File: config.mk
export PLATFORM = sky130hd
export DESIGN_NAME = pch_divider
export DESIGN_NICKNAME = d
export VERILOG_FILES = /design/src/sv/pch_pkg.sv /design/src/sv/pch_divider.sv
export SDC_FILE = /design/constraint.sdc
export NUM_CORES = 1
export LEC_CHECK = 0
export ABC_AREA = 1
export BUFFER_PORTS_ARGS = -buffer_cell sky130_fd_sc_hd__buf_2
export CORE_MARGIN = 5
export CORE_UTILIZATION = 25
export CTS_CLUSTER_SIZE = 30
export DETAILED_ROUTE_END_ITERATION = 6
export SYNTH_ARGS = -nofsm -noshare
export SYNTH_HDL_FRONTEND = slang
export SYNTH_SLANG_ARGS = --single-unit
export TNS_END_PERCENT = 30
File: constraint.sdc
create_clock -name clk -period 8.2 [get_ports clk]
set_input_delay 1.64 -clock clk [delete_from_list [all_inputs] [get_ports clk]]
set_output_delay 1.64 -clock clk [all_outputs]
set_load 0.05 [all_outputs]
File: src/sv/pch_pkg.sv
// ----------------------------------------------------------------------------
// pch_pkg: shared types and constants of the pulse centred histogram
// Result codes, register indexes, register reset values and default sizes.
// ----------------------------------------------------------------------------
package pch_pkg;

  // default sizes
  localparam int MAX_SEGMENT_DEF = 1024;
  localparam int HIST_LEN_DEF    = 1024;
  localparam int MAX_ROWS_DEF    = 32;

  // fixed field widths
  localparam int CENT_W = 18;
  localparam int CFG_IDX_W  = 3;
  localparam int CFG_DATA_W = 16;

  // result codes
  localparam logic [2:0] ST_ADDED    = 3'd0;
  localparam logic [2:0] ST_SEVERAL  = 3'd1;
  localparam logic [2:0] ST_TOO_WIDE = 3'd2;
  localparam logic [2:0] ST_OUT_BINS = 3'd3;
  localparam logic [2:0] ST_READ     = 3'd4;

  // register indexes
  localparam logic [CFG_IDX_W-1:0] CFG_THRESHOLD  = 3'd0;
  localparam logic [CFG_IDX_W-1:0] CFG_BACKGROUND = 3'd1;
  localparam logic [CFG_IDX_W-1:0] CFG_BINS_PER   = 3'd2;
  localparam logic [CFG_IDX_W-1:0] CFG_HIST_LEN   = 3'd3;
  localparam logic [CFG_IDX_W-1:0] CFG_MAX_WIDTH  = 3'd4;
  localparam logic [CFG_IDX_W-1:0] CFG_WIDTH_IDX  = 3'd5;

  // register reset values
  localparam logic signed [7:0] THRESHOLD_RST  = -8'sd110;
  localparam logic signed [7:0] BACKGROUND_RST = -8'sd115;
  localparam logic [15:0]       BINS_PER_RST   = 16'd3840;
  localparam logic [10:0]       HIST_LEN_RST   = 11'd1001;
  localparam logic [5:0]        MAX_WIDTH_RST  = 6'd20;

  // divider status
  typedef struct packed {
    logic busy;
    logic done;
  } div_stat_t;

endpackage

File: src/sv/pch_divider.sv
// ----------------------------------------------------------------------------
// pch_divider: restoring divider, one quotient bit per cycle
// Keeps the low CENT_W bits of the quotient; done pulses after the last of the NW trial subtractions.
// ----------------------------------------------------------------------------
module pch_divider #(
  parameter int NW = 42,
  parameter int DW = 21
) (
  input  logic                      clk,
  input  logic                      rst,
  input  logic                      start,
  input  logic [NW-1:0]             num,
  input  logic [DW-1:0]             den,
  output logic [pch_pkg::CENT_W-1:0] quot,
  output pch_pkg::div_stat_t        stat
);
  import pch_pkg::*;

  localparam int CNTW = $clog2(NW + 1);

  logic [CNTW-1:0] cnt;
  logic [NW-1:0]   numsh;
  logic [DW-1:0]   rem;
  logic            busy;
  logic            done;
  logic [DW:0]     rem_sh;
  logic [DW:0]     rem_nx;
  logic            fits;

  // one trial subtraction
  always_comb begin
    rem_sh = {rem, numsh[NW-1]};
    fits   = rem_sh >= {1'b0, den};
    rem_nx = fits ? (rem_sh - {1'b0, den}) : rem_sh;
  end

  always_ff @(posedge clk) begin
    if (rst) begin
      busy <= 1'b0;
      done <= 1'b0;
      cnt  <= '0;
    end else begin
      done <= 1'b0;
      if (start) begin
        busy  <= 1'b1;
        cnt   <= CNTW'(NW);
        numsh <= num;
        rem   <= '0;
      end else if (busy) begin
        numsh <= {numsh[NW-2:0], 1'b0};
        rem   <= rem_nx[DW-1:0];
        quot  <= {quot[CENT_W-2:0], fits};
        cnt   <= cnt - 1'b1;
        if (cnt == CNTW'(1)) begin
          busy <= 1'b0;
          done <= 1'b1;
        end
      end
    end
  end

  assign stat = '{busy: busy, done: done};

endmodule

After elaboration in Yosys (flattened, before gate mapping). Cells that the tools add are included.

Word-level logic and storage cells: 29. Input bits: 66. Flip-flop bits (word level): 89.

Mux-type cells: 10. Order comparisons: 1. Bitwise operators: 3. Reduce and logical (&&, ||, !) cells: 5. Equal/unequal tests: 1. Add/sub/neg operators: 2.

Operators with widths (number): $mux W42 (2); $mux W21 (2); $ge A22 B21 Y1 (1); $sub A21 B21 Y21 (1); $mux W6 (2); $eq A6 B1 Y1 const B (1); $sub A6 B1 Y6 const B (1); $mux W1 (4); $not A1 Y1 (3); $reduce_and A3 Y1 (1); $reduce_or A3 Y1 (1); $reduce_and A2 Y1 (1); $reduce_bool A2 Y1 (1); $reduce_or A2 Y1 (1).

Longest topological paths before layout. Gate-level depths: netlist (run 1).

Word-level depth: 4. Gate-level depth with buffers: 14. Mapped depth without buffers: 14.

Worst setup path after synthesis (run 1). OpenSTA, ideal clock, no wires.

Path type: in2reg. From: input port start. To: register numsh[0], enable pin. Slack: 3.069 ns. Stages: 3. Arrival: 4.645 ns. Setup time: 0.486 ns. Cells stage by stage: clkbuf_1 > nor2_1 > nor2_1.

Word-level cells in the longest chain between the ends: 2.

RTL lines: start, declared (RTL line pch_divider.sv:11) `input logic start,`; $reduce_bool A2 Y1 (no source line); $reduce_and A2 Y1 (no source line); end signal, assigned (RTL line pch_divider.sv:47) `numsh <= num;`; end signal, assigned (RTL line pch_divider.sv:50) `numsh <= {numsh[NW-2:0], 1'b0};`; end, declared (RTL line pch_divider.sv:22) `logic [NW-1:0] numsh;`.

No other way between the ends. A chain may end at the register's enable or synchronous reset.

Final worst setup path (run 1).
From: input port start. To: register numsh[15], enable pin.

Same word-level chain as after synthesis.

==> results of run 1 <==
[path summary, 6_finish.rpt]
| check | end | cells after the start |
|---|---|---|
| setup / recovery | numsh[15] | 5 |
| hold / removal | quot[4] | 0 |
| setup reg to reg | rem[6] | 13 |
| hold reg to reg | quot[4] | 0 |
[placed cells by master, fill, tap and decap left out, types with 8 or more instances in the layout]
cell type,instances
nor2_1,64
dfxtp_1,8
buf_2,85
clkbuf_16,9
o21ai_1,19
inv_1,85
a21oi_1,18
edfxtp_1,81
ha_1,23
nand2_1,245
nand3_1,20
nor2_2,13
xor2_1,10
[worst register-to-register path: stages (launching register included)]
cell and delay (ns):
edfxtp_1 0.45, inv_1 0.08, ha_1 0.16, inv_1 0.08
fa_1 0.45, nand2_1 0.11, nand3_2 0.10, nand2_2 0.10
nand2_2 0.08, nand2_4 0.12, nand2_8 0.15, inv_8 0.20
nor2_2 0.05, nor2_1 0.13
[cell type report]
class	instances	area, um2
fill	2257	14600
sequential	89	2590
multi-input combinational	451	2220
timing repair buffer	88	448
tap	275	344
inverter	89	342
clock buffer	9	225
clock inverter	7	81.3
[per-stage QoR]
| stage | total power (uW) | area [um2] |
|---|---|---|
| 6_report | 1230 | 6250 |
| 2_1_floorplan | 759 | 5260 |
| 3_3_place_gp | 817 | 5950 |
| 3_5_place_dp | 820 | 5950 |
| 4_1_cts | 1250 | 6250 |
| 5_1_grt | 1310 | 6250 |
[kinds of logic after synthesis]
family	Yosys count
XOR/XNOR	10
buffers and inverters	105
flip-flops	89
AND/OR/NAND/NOR	371
adder cells (fa/ha/maj)	24
AO/OA/AOI/OAI	46
[where the power goes]
group | internal [uW] | total [uW] | switching, uW | leakage (uW)
Combinational | 92.3 | 264 | 172 | 0.00201
Clock | 218 | 422 | 204 | 0.000150
Sequential | 532 | 544 | 12.0 | 0.000840
[flip-flops by register name, summed over array words and instances, names as in the netlist]
| register | count |
|---|---|
| numsh | 42 |
| rem | 21 |
| quot | 18 |
| cnt | 6 |
| done | 1 |
| busy | 1 |
[metal layers]
| metal | track usage (%) | vias up | share of wire (%) |
|---|---|---|---|
| met5 | 0 | - | 0 |
| li1 | - | 2209 | - |
| met3 | 2.78 | 6 | 5.7 |
| met2 | 16.3 | 95 | 44 |
| met1 | 14.3 | 1819 | 49 |
| met4 | 2.02 | 0 | 0.72 |
==> results.md, run 1 <==
- Outcome: finished clean
- Clock-pin slew on the worst setup and hold paths: 0.07 ns
- Initial Util: 25.2%
- Crit path launch: start
- Setup WS pre-CTS: 4.31 ns
- Power Density: 197 nW/um2
- Relative slew slack: 30.2%
- Initial antenna violation count: 0
- Ys async rst share: 0%
- MaxCap Viol Count: 0
- LEAKAGE: 0.00300 uW
- Hold Path Origin: quot[3]
- Post-Syn Area: 5260 um2
- Die span in y: 155 um
- Synthesis Warnings: 0
- Synth cell count leaders: nand2_1, inv_1, edfxtp_1
- First-pass GRT wire length: 20200 um
- Synth area leader: edfxtp_1
- R2R setup slack: 5.78 ns
- Core Footprint: 20900 um2
- Simple-gate share of the synthesized area: 29.8%
- CTS Buf Count: 9
- Most common cell in the synthesized netlist: nand2_1
- GRT Overall Usage: 10.3%
- DRT iter0 DRCs: 293
- Main combinational cell family by area after synthesis: simple AND/OR/NAND/NOR gates
- Post-route ant nets: 0
- Cell family with most CP delay: buffers and inverters
- Commonest register cell after synthesis: edfxtp_1
- Row cnt: 53
- Pre-Repair DR Iteration Count: 5
- Top fanout value on the critical path: 48
- Synth-to-Final Area Change: 19.0%
- Fin crit share: 42.0%
- Crit path max-delay cell type: buf_4
- Post-synth EDFFs: 81
- WL/cell: 11.9 um
- Placed cell count: 992
- Post-cts resize count: 0
- Critical path's most frequent cell: buf_4
- Hold Crit Class: register to register
- Hold-fix buffers, CTS: 0
- Total congestion overflow: 0
- Worst-margin pin slew: 1.05 ns
- CP arrival: 3.43 ns
- Post-synthesis compound-gate area fraction: 4.76%
- Unrepaired setup endpoints after global routing: no
- Mean number of vias per cell: 4.10
- Number of global-route vias before repair: 4132
- H-tree levels: 3
- Post-Layout Cell Count: 1008
- Port bufs: 85
- CP bufs+invs: 3
- Synth Net Count: 735
- Post-DP HPWL: 8800 um
- Syn avg cell area: 8.15 um2
- Count of final hold-check violations: 0
- I/O pin cnt: 86
- Layout Skew: 0.00549 ns
- Synth cell types: 38
- Post-Synth XOR/XNOR Area: 1.67%
- Crit end category: register
- Syn Inst Count: 645
- Fin crit period: 3.44 ns
- Seq/Total Area, Yosys: 49.3%
- # nets final: 818
- TNS Setup: 0 ns
- Share of layout cells above drive strength 1: 18.7%
- Pin count of the biggest net entering global routing: 64
- Synth Area in Adders: 5.86%
- Maximum VDD drop: 107 uV
- DRC viols: 0
- Crit-path cells: buf_2 > buf_4 > nor2_1 > nor2_4 > buf_4
- GPL Wtd Cong: 0.863
- Fin Hold WS: 0.448 ns
- Synth top area cells: edfxtp_1, nand2_1, inv_1, ha_1, nor2_1
- DIE AREA: 24000 um2
- Final setup viols: 0
- Routed WL: 12000 um
- Startpoint Class: primary input
- Number of setup buffers added after CTS: 0
- Worst skew pair latency: 0.35 ns
- Setup ws final: 4.76 ns
- Final Max Slew Viols: 0
- CTS tree: built
- Synth Register Bits: 89
- Die width: 155 um
- Critical R2R Launch: numsh[41]
- Share of Yosys cell area claimed by the top area cell type: 46.3%
- Post-synthesis mux area share: 0%
- Crit path largest cell delay: 0.59 ns
- Post-layout util: 29.9%
- Highest Clock Rate: 291 MHz
- CTS max path bufs: 2
- DR vias: 4129
- Required time worst endpoint: 8.19 ns
- Clock root cell: clkbuf_16
- # clock sinks: 89
- CP Class: primary input to register
- Antenna Cells: 0
No activity file was read; power rests on OpenSTA's default activity.
==> run 2: changes to the inputs <==
- clock period: 8.2 -> 2.9 ns (I/O delays scaled with it)
==> run 2 against run 1 <==
Net effect: sequential cell count unchanged; sequential power grew to 2.8 times the previous value; critical endpoint is now rem[13]; clock skew is 0.0036 ns higher; sequential share of layout area down 0.14 points; worst hold slack got worse by 0.00088 ns; wire length rose by 2.0%; critical path depth increased by 8; critical path type is now register to register.
==> results.md, run 2 (same netlist as run 1, synthesis figures left out) <==
- Share of layout cells above drive strength 1: 18.8% (+0.11 points)
- LEAKAGE: 0.00301 uW (+0.17%)
- First-pass GRT wire length: 20600 um (+2.2%)
- Count of final hold-check violations: 0 (unchanged)
- Startpoint Class: register
- Final Max Slew Viols: 0 (unchanged)
- Met2 wire len: 5510 um (+4.2%)
- Fill cells: 2276 (+0.84%)
- Crit path launch: numsh[41]
- Critical R2R Launch: numsh[41]
- Clock root cell: clkbuf_16
- R2R setup slack: 0.48 ns (-5.30 ns)
- Top fanout value on the critical path: 25 (-48%)
- H-tree levels: 3 (unchanged)
- DRT iter0 DRCs: 253 (-14%)
- Fin crit share: 83.3%
- Row cnt: 53 (unchanged)
- Die span in y: 155 um (unchanged)
- Layout Skew: 0.00909 ns (+0.00360 ns)
- GRT Overall Usage: 10.5% (+0.17 points)
- CTS max path bufs: 2 (unchanged)
- Total congestion overflow: 0 (unchanged)
- Post-cts resize count: 0 (unchanged)
- Uppermost routed layer: met5
- Mean number of vias per cell: 4.21 (+2.7%)
- Max reg flops: 42 (unchanged)
- Multi-input logic area: 2220 um2 (unchanged)
- DR vias: 4245 (+2.8%)
- Unrepaired setup endpoints after global routing: no
- Initial antenna violation count: 1 (+1)
- Most common cell after layout, fill and taps aside: nand2_1
- Clock-pin slew on the worst setup and hold paths: 0.07 ns (about the same)
- Worst-margin pin slew: 0.420 ns (-0.626 ns)
- Reg2reg end: rem[13]
- TNS Setup: 0 ns (unchanged)
- GPL Wtd Cong: 0.869 (+0.67%)
- CTS tree: built
- Antenna Cells: 0 (unchanged)
- Worst Setup EP: rem[13]
- Port bufs: 85 (unchanged)
- Met3 Routed Length: 659 um (-2.9%)
- Register area: 2590 um2 (unchanged)
- Highest Clock Rate: 414 MHz
- Die width: 155 um (unchanged)
- Crit end category: register
- Post-DP HPWL: 8990 um (+2.1%)
- Hold Crit Class: register to register
- Core Footprint: 20900 um2 (unchanged)
- Routed WL: 12200 um (+2.0%)
- Number of setup buffers added after CTS: 0 (unchanged)
- # nets final: 819 (+0.12%)
- Highest-count cells in the layout ignoring fill and taps: nand2_1, inv_1, buf_2
- Fin Hold WS: 0.447 ns (-0.000881 ns)
- Number of global-route vias before repair: 4287 (+3.8%)
- Outcome: finished clean
- Power Density: 553 nW/um2 (+180%)
- Synth-to-Final Area Change: 19.4%
- Pre-Repair DR Iteration Count: 4 (-1)
- Largest registers: numsh (42), rem (21), quot (18)
- Fin crit period: 2.42 ns
- # clock sinks: 89 (unchanged)
- Final setup viols: 0 (unchanged)
- CP arrival: 2.62 ns (-0.81 ns)
- Worst skew pair latency: 0.36 ns (about the same)
- CP Class: register to register
- CTS Buf Count: 9 (unchanged)
- MaxCap Viol Count: 0 (unchanged)
- Relative slew slack: 71.8% (+42 points)
- Reg2Reg Depth: 13 (unchanged)
- Maximum VDD drop: 300 uV (+180%)
- Most flop-heavy register: numsh
- Pin count of the biggest net entering global routing: 65 (+1.6%)
- DRC viols: 0 (unchanged)
- Hold-fix buffers, CTS: 0 (unchanged)
- DIE AREA: 24000 um2 (unchanged)
- Post-route ant nets: 0 (unchanged)
- WL/cell: 12.1 um (+1.9%)
- Required time worst endpoint: 3.11 ns (-5.08 ns)
- Initial Util: 25.2% (unchanged)
- I/O pin cnt: 86 (unchanged)
- Wl on met1: 5890 um (-0.74%)
==> run 2: routing by layer <==
metal | up-vias | GRT usage [%]
li1 | 2212 | -
met5 | - | 0
met2 | 98 | 16.8
met3 | 13 | 2.95
met1 | 1920 | 14.1
met4 | 2 | 2.57
==> run 2: critical path, cell delays in order (launching register included) <==
cell	delay [ns]
edfxtp_1	0.46
inv_1	0.09
ha_1	0.16
inv_1	0.08
fa_1	0.44
nand2_1	0.11
nand3_2	0.10
nand2_2	0.11
nand2_2	0.08
nand2_4	0.11
nand2_8	0.14
inv_8	0.18
nor2_1	0.07
nor2_1	0.10
==> run 2: stage by stage <==
step | utilization (%) | worst slack (ns) | instances | instance area (um2) | total power, uW
after global routing | 30.0 | 0.313 | 1009 | 6270 | 3680
final | 30.0 | 0.484 | 1009 | 6270 | 3470
after floorplan | - | 0.587 | 645 | 5260 | 2140
after CTS | 30.0 | 0.482 | 1009 | 6270 | 3530
after global placement | 28.6 | 0.405 | 993 | 5980 | 2320
after detailed placement | 28.6 | 0.375 | 993 | 5980 | 2330
==> run 2: area by class of cell <==
class                      instances  share of cell area [%]
sequential                        89                    41.3
clock inverter                     7                    1.12
tap                              275                    5.48
clock buffer                       9                    3.59
timing repair buffer              89                    7.66
multi-input combinational        451                    35.4
inverter                          89                    5.44
==> run 2: report_power, final <==
part | switching, uW | total, uW | leakage (uW) | internal (uW)
sequential | 34.5 | 1540 | 0.000840 | 1510
combinational | 489 | 755 | 0.00203 | 266
clock | 566 | 1170 | 0.000142 | 606
==> run 2: how the worst min path moves through the flow <==
stage	start	to	slack (ns)	cells after the start
2_1_floorplan	cnt[5]	cnt[5]	0.44	2
3_3_place_gp	quot[2]	quot[3]	0.43	0
3_5_place_dp	quot[9]	quot[10]	0.43	0
4_1_cts	quot[9]	quot[10]	0.45	0
5_1_grt	quot[3]	quot[4]	0.46	0
6_report	quot[3]	quot[4]	0.45	0
==> run 3: changes to the inputs <==
- clock period: 2.9 -> 2.2 ns (I/O delays scaled with it)
==> run 3 against run 2 <==
Net effect: clock power increased by 43%; via count is 4.2% higher; global-route usage increased by 0.40 points; critical endpoint is now rem[6]; critical path type unchanged; setup slack lost 0.41 ns; sequential power rose by 32%; sequential share of layout area down 4.6 points.
==> results.md, run 3 (same netlist as run 1, synthesis figures left out) <==
- CTS max path bufs: 2 (unchanged)
- Unrepaired setup endpoints after global routing: yes
- Final setup viols: 0 (unchanged)
- Worst skew pair latency: 0.35 ns (about the same)
- Most flop-heavy register: numsh
- Highest Clock Rate: 471 MHz (+14%)
- Placed cell count: 1031 (+3.8%)
- MaxCap Viol Count: 0 (unchanged)
- WL/cell: 12.5 um (+3.1%)
- Worst-margin pin slew: 0.425 ns (+0.00480 ns)
- Count of final hold-check violations: 0 (unchanged)
- First-pass GRT wire length: 21300 um (+3.3%)
- Post-route ant nets: 0 (unchanged)
- CP Class: register to register
- Clock root cell: clkbuf_16
- # clock sinks: 89 (unchanged)
- Required time worst endpoint: 2.31 ns (-0.80 ns)
- Multi-input logic area: 2580 um2 (+16%)
- Crit path largest cell delay: 0.38 ns (-0.08 ns)
- Largest registers: numsh (42), rem (21), quot (18)
- DRT iter0 DRCs: 259 (+2.4%)
- Initial Util: 25.2% (unchanged)
- R2R setup slack: 0.08 ns (-0.41 ns)
- Crit end category: register
- H-tree levels: 3 (unchanged)
- CP arrival: 2.24 ns (-0.38 ns)
- DIE AREA: 24000 um2 (unchanged)
- Pin count of the biggest net entering global routing: 44 (-32%)
- GPL Wtd Cong: 0.866 (-0.32%)
- Startpoint Class: register
- Final Max Slew Viols: 0 (unchanged)
- DR vias: 4423 (+4.2%)
- Outcome: finished clean
- Die span in y: 155 um (unchanged)
- Pre-Repair DR Iteration Count: 4 (unchanged)
- Tot Pwr: 5010 uW (+45%)
- Max reg flops: 42 (unchanged)
- I/O pin cnt: 86 (unchanged)
- Relative slew slack: 71.7% (-0.13 points)
- Port bufs: 85 (unchanged)
- Register area: 2590 um2 (unchanged)
- Fin crit period: 2.12 ns (-0.293 ns)
- Routed WL: 13300 um (+8.6%)
- Most common cell after layout, fill and taps aside: nand2_1
- Core Footprint: 20900 um2 (unchanged)
- Die width: 155 um (unchanged)
- Crit-path cells: inv_1 > ha_2 > inv_2 > fa_2 > nand2_2 > nand3_2 > nand2_2 > nand2_4 > nand2_8 > nand2_8 > o21ai_2 > nor2_2
- Fin Hold WS: 0.337 ns (-0.110 ns)
- Mean number of vias per cell: 4.16 (-1.1%)
- Initial antenna violation count: 2 (+1)
- Hold Crit Class: primary input to register
- CTS tree: built
- Synth-to-Final Area Change: 34.2%
- Post-Layout Cell Count: 1063 (+5.4%)
- Hold-fix buffers, CTS: 0 (unchanged)
- Power Density: 710 nW/um2 (+29%)
- Maximum VDD drop: 404 uV (+35%)
- # nets final: 873 (+6.6%)
- Highest-count cells in the layout ignoring fill and taps: nand2_1, buf_2, inv_1
- Antenna Cells: 0 (unchanged)
- Fill cells: 2214 (-2.7%)
- Number of global-route vias before repair: 4403 (+2.7%)
- Row cnt: 53 (unchanged)
- Post-DP HPWL: 9220 um (+2.6%)
- Fin crit share: 96.5% (+13 points)
- DRC viols: 0 (unchanged)
- Crit path max-delay cell type: edfxtp_1
- Total congestion overflow: 0 (unchanged)
- LEAKAGE: 0.00328 uW (+9.0%)
- CTS Buf Count: 9 (unchanged)
- Top fanout value on the critical path: 7 (-72%)
- Share of layout cells above drive strength 1: 29.6% (+11 points)
- Clock-pin slew on the worst setup and hold paths: 0.08 ns (about the same)
- Layout Skew: 0.0109 ns (+0.00181 ns)
- GRT Overall Usage: 10.9% (+0.40 points)
run 3: cell count changes in the layout (fill, tap and decap cells not counted), sizes merged:
| cell | change |
|---|---|
| buf | +50 |
| bufinv | +1 |
| clkinvlp | -1 |
| inv | +1 |
| nand2 | +3 |
run 3: worst paths after layout:
check / cells past startpoint / endpoint / from
max reg2reg: 12 / rem[6] / numsh[41]
min: 2 / cnt[3] / rst
max: 12 / rem[6] / numsh[41]
min reg2reg: 0 / quot[4] / quot[3]
run 3: repair_timing:
item,in CTS,in global routing
pin swaps,2,9
gates resized for setup,3,46
setup endpoints to repair,6,22
setup buffers,0,12
cloned,3,1
run 3: report_power, final:
group | switching, uW | leakage, uW | internal (uW)
sequential | 57.7 | 0.000840 | 1980
clock | 758 | 0.000156 | 914
combinational | 742 | 0.00229 | 555
total | 1560 | 0.00328 | 3450
run 3: routing by layer:
metal  up-vias  global-route usage (%)  part of all wire [%]
met2       115                    17.2                    46
met3        15                    3.25                   6.4
met4         4                    2.27                  0.94
li1       2319                       -                     -
met1      1970                    14.9                    47
met5         -                       0                  0.18
run 3: critical path, delay by kind of cell (launching register included):
family / cells / cell delay, ns
AO/OA/AOI/OAI: 1 / 0.17
flip-flops: 1 / 0.38
adder cells (fa/ha/maj): 2 / 0.55
AND/OR/NAND/NOR: 7 / 0.66
buffers and inverters: 2 / 0.11
run 3: per-stage QoR:
step	cell area [um2]	setup WS (ns)	setup TNS, ns	utilization (%)
floorplan	5260	0.0272	0	-
global placement	6250	-0.0690	-0.583	29.9
detailed placement	6250	-0.0764	-1.02	29.9
CTS	6620	0.0390	0	31.7
global route	7050	-0.0659	-0.494	33.8
finish	7050	0.0765	0	33.8
run 3: layout make-up:
class,instances,area share [%]
clock inverters,7,1.31
inverters,89,4.91
multi-input cells,454,36.6
well taps,275,4.88
repair inverters,1,0.124
clock buffers,9,3.19
repair buffers,139,12.2
flip-flops and latches,89,36.8
